===== src/hw/rtl/sfir_pkg.sv =====
// sfir_pkg: shared types, constants and arithmetic helpers for the separable fir
// depends on nothing
`timescale 1ns / 1ps
`default_nettype none
package sfir_pkg;
   localparam int MAX_TAPS = 8;
   localparam int MAX_WIDTH = 1024;
   localparam int HIST = MAX_TAPS - 1;
   localparam int XW = $clog2(MAX_WIDTH);
   localparam int CW = 11;
   localparam int TW = 4;
   localparam int TAPW = $clog2(MAX_TAPS + 1);

   localparam logic [2:0] REG_WIDTH    = 3'd0;
   localparam logic [2:0] REG_ROW_TAPS = 3'd1;
   localparam logic [2:0] REG_COL_TAPS = 3'd2;
   localparam logic [2:0] REG_ADD_MODE = 3'd3;
   localparam logic [2:0] REG_ROW_LO   = 3'd4;
   localparam logic [2:0] REG_ROW_HI   = 3'd5;
   localparam logic [2:0] REG_COL_LO   = 3'd6;
   localparam logic [2:0] REG_COL_HI   = 3'd7;

   typedef logic signed [15:0] sample_type;
   typedef logic signed [23:0] rowval_type;

   // product sums: 16x16 taps summed over 8 -> 35 bits; 24x16 over 8 -> 43 bits
   localparam int RSW = 36;
   localparam int CSW = 44;

   typedef struct packed {
      logic          hit;       // sum is valid for the column stage
      logic [XW-1:0] x;
      logic          emit;
      logic          row_end;
      logic signed [31:0] addend;
   } ctl_type;

   function automatic logic signed [15:0] tap_of(input logic [63:0] lo,
                                                 input logic [63:0] hi,
                                                 input int i);
      logic signed [15:0] t;
      t = '0;
      if (i < 4) t = lo[16*i +: 16];
      else if (i < 8) t = hi[16*(i-4) +: 16];
      return t;
   endfunction

   function automatic rowval_type round_row(input logic signed [RSW-1:0] s);
      logic signed [RSW-1:0] t;
      logic signed [RSW-14:0] q;
      t = s + RSW'(4096);
      q = t[RSW-1:13];
      if (q > 24'sh7fffff) return 24'sh7fffff;
      if (q < -24'sh800000) return 24'sh800000;
      return rowval_type'(q);
   endfunction

   // a full column sum fits 31 bits after the shift, so it never reaches the s32 limits
   function automatic logic signed [31:0] round_col(input logic signed [CSW-1:0] s);
      logic signed [CSW-1:0] t;
      logic signed [CSW-14:0] q;
      t = s + CSW'(4096);
      q = t[CSW-1:13];
      return 32'(q);
   endfunction
endpackage
`default_nettype wire


===== src/hw/rtl/sfir_mac_cell.sv =====
// sfir_mac_cell: one tap cell, registers its product added to an incoming sum
// depends on sfir_pkg
`timescale 1ns / 1ps
`default_nettype none
module sfir_mac_cell (
   input  wire logic                            clock,
   input  wire logic                            enable,
   input  wire logic                            active,
   input  wire logic signed [23:0]              data,
   input  wire logic signed [15:0]              tap,
   input  wire logic signed [sfir_pkg::CSW-1:0] sum_prev,
   output logic signed [sfir_pkg::CSW-1:0]      sum_out
);
   import sfir_pkg::*;

   logic signed [39:0] product;
   logic signed [CSW-1:0] sum_ff;
   logic signed [CSW-1:0] sum_in;
   assign product = 40'(data) * 40'(tap);
   assign sum_in = active ? sum_prev + CSW'(product) : sum_prev;
   always_ff @(posedge clock) begin
      if (enable) sum_ff <= sum_in;
   end
   assign sum_out = sum_ff;
endmodule
`default_nettype wire


===== config.mk =====
export PLATFORM = sky130hd
export DESIGN_NAME = sfir_mac_cell
export DESIGN_NICKNAME = d
export VERILOG_FILES = /design/src/hw/rtl/sfir_pkg.sv /design/src/hw/rtl/sfir_mac_cell.sv
export SDC_FILE = /design/constraint.sdc
export NUM_CORES = 1
export LEC_CHECK = 0
export ABC_AREA = 1
export BUFFER_PORTS_ARGS = -buffer_cell sky130_fd_sc_hd__buf_2
export CORE_UTILIZATION = 50
export CTS_BUF_LIST = sky130_fd_sc_hd__clkbuf_8
export DETAILED_ROUTE_END_ITERATION = 8
export PLACE_DENSITY_LB_ADDON = 0.2
export SLEW_MARGIN = 20
export SYNTH_ARGS = -nofsm -noshare
export SYNTH_HDL_FRONTEND = slang
export SYNTH_SLANG_ARGS = --single-unit

===== constraint.sdc =====
create_clock -name clock -period 9.11 [get_ports clock]
set_input_delay 0.4555 -clock clock [delete_from_list [all_inputs] [get_ports clock]]
set_output_delay 0.4555 -clock clock [all_outputs]
set_load 0.01 [all_outputs]

==> flow_summary.json <==
{
  "status": "complete, no violations",
  "worst_pin_slew_ns": 1.06,
  "finalSetupViolations": 0,
  "syn_area_sq_um": 19200,
  "synthToLayoutAreaGrowth_pct": 5.53,
  "io_pins": 131,
  "critPathKind": "in -> reg",
  "min_period_ns": 6.60,
  "relSlewSlack_pct": 29.4,
  "holdPathStages": 3,
  "cp-end-kind": "flop",
  "hold_viol": 0,
  "wl_per_cell_um": 16.7,
  "yosys_warnings": 0,
  "arrival_ns": 6.71,
  "numCtsBuffers": 5,
  "final_cell_mix": "774 x inv_1, 766 x nand2_1, 433 x fa_1",
  "path_clk_slew_ns": 0.11,
  "portBuffers": 130,
  "largest_reg_flops": 44,
  "hold_slack_ns": 0.390,
  "multi_input_area_sq_um": 14600,
  "grt_pass1_wl_um": 85200,
  "cts_resized": 0,
  "dieWidth_um": 198,
  "clockBufferDepth": 2,
  "ys_types": 33,
  "fp.dieArea_sq_um": 39100,
  "path_max_fanout": 24,
  "grt_usage_pct": 28.4,
  "cts_htree_levels": 2,
  "tns_ns": 0,
  "synth_fp_nets": 3156,
  "synth.avg_cell_area_sq_um": 7.63,
  "grt_max_degree": 58,
  "hpwl_um": 44400,
  "final_cell_area_sq_um": 20200,
  "synth-seq-cells": 44,
  "drt_iter0_drc": 922,
  "ys_seq_area_share_pct": 6.90,
  "diodes": 0,
  "fin_nets": 3207,
  "root_buffer": "clkbuf_8",
  "num_vias": 15300,
  "fmax_mhz": 152,
  "drtAntennaViolNets": 0,
  "crit_chain": "buf_2 -> nand2_1 -> inv_1 -> fa_2 -> fa_1 -> inv_1 -> fa_1 -> inv_1 -> fa_1 -> fa_1 -> inv_1 -> fa_1 -> inv_1 -> ha_1 -> nand2_1 -> nor2_1 -> nand2_1 -> nor2_1 -> nand3_1 -> nand3_1 -> nand2_1 -> nand3_1 -> nand2_1",
  "post_cts_buffers": 0,
  "drt_first_pass_iters": 5,
  "drc": 0,
  "final_core_util_pct": 53.7,
  "gp_congestion": 1.00,
  "grt_pass1_vias": 16700,
  "die_y_um": 198,
  "final_common_cell": "inv_1",
  "initial_core_util_pct": 50.9,
  "final.period_utilization_pct": 72.4,
  "wirelength_um": 51500,
  "grt_setup_unrepaired": "no",
  "cts_tree": "done",
  "slew_violations": 0,
  "viasPerCell": 4.97,
  "overflow": 0,
  "slowest_stage": "fa_1",
  "final-seq-area_sq_um": 1320,
  "cts_sinks": 44,
  "antenna_found_initial": 0,
  "syn-instance-count": 2512,
  "rows": 71,
  "coreArea_sq_um": 37700,
  "maxCapViolCount": 0,
  "crit_required_ns": 9.22,
  "holdBufCountCts": 0,
  "layout-drive-gt1-share_pct": 6.83,
  "place_area_sq_um": 20100,
  "hold_class": "in -> reg",
  "critPathMaxStageDelay_ns": 0.88,
  "cp-start-kind": "primary input",
  "fill_cells": 3700
}
[worst max-delay path: cells and delay by family]
| kind | cells | cell delay, ns |
|---|---|---|
| buf+inv | 6 | 1.01 |
| fa+ha+maj | 7 | 3.64 |
| simple gates | 10 | 1.57 |
[through the flow]
stage | setup slack [ns] | instances
after floorplan | 3.20 | 2512
after global placement | 2.22 | 3067
after detailed placement | 2.14 | 3067
after CTS | 2.51 | 3075
after global routing | 2.14 | 3075
final | 2.51 | 3075
[layer usage]
metal	routed length (um)	global-route usage (%)	up-vias
li1	-	-	7116
met1	21600	36.9	7593
met2	25800	50.5	471
met3	2560	2.25	105
met4	1500	8.13	0
met5	0	0	-
[cell usage after synthesis]
| master | number | area (sq um) |
|---|---|---|
| o21a_1 | 1 | 7.51 |
| or2_2 | 1 | 6.26 |
| inv_2 | 3 | 11.3 |
| a31oi_1 | 2 | 12.5 |
| nand3_2 | 4 | 40.0 |
| nor2_4 | 1 | 11.3 |
| nand2_2 | 9 | 56.3 |
| buf_2 | 1 | 5.00 |
| a21oi_1 | 23 | 115 |
| nor3_2 | 1 | 10.0 |
| o21bai_1 | 2 | 15.0 |
| a21oi_2 | 3 | 26.3 |
| nand4_1 | 13 | 81.3 |
| a21o_1 | 2 | 15.0 |
| ha_1 | 123 | 1540 |
| nand3b_1 | 14 | 105 |
| fa_1 | 434 | 8690 |
| inv_1 | 774 | 2910 |
| edfxtp_1 | 44 | 1320 |
| or2_1 | 6 | 37.5 |
| nand3_1 | 55 | 275 |
| nor2_2 | 12 | 75.1 |
| xor2_1 | 5 | 43.8 |
| a21boi_0 | 1 | 7.51 |
| buf_1 | 3 | 11.3 |
| clkbuf_1 | 84 | 315 |
| o21ai_0 | 11 | 55.1 |
| and2_2 | 1 | 7.51 |
| xnor2_1 | 8 | 70.1 |
| nand2_1 | 766 | 2880 |
| o21ai_1 | 8 | 40.0 |
| nor2_1 | 93 | 349 |
| nor3_1 | 4 | 20.0 |
[cell type report]
| class | count | area share (%) |
|---|---|---|
| multi-input combinational | 1603 | 72.2 |
| inverter | 777 | 14.4 |
| sequential | 44 | 6.54 |
| timing repair buffer | 132 | 3.29 |
| tap | 511 | 3.16 |
| clock buffer | 5 | 0.340 |
| clock inverter | 3 | 0.0743 |
[path summary, 6_finish.rpt]
path                     start     endpoint  slack, ns
setup / recovery        tap[1]  sum_out[38]       2.51
hold / removal    sum_prev[33]  sum_out[33]       0.39
[cell families after synthesis]
kind of cell    count (synthesis)  synth area share (%)
flops                          44                  6.90
fa+ha+maj                     557                  53.4
simple gates                  980                  20.6
buf+inv                       865                  17.0
compound gates                 53                  1.54
xor+xnor                       13                 0.594
Power is left out: the tool's default activity adds up to more than one toggle a clock period on the data nets, which glitch-free logic cannot reach.
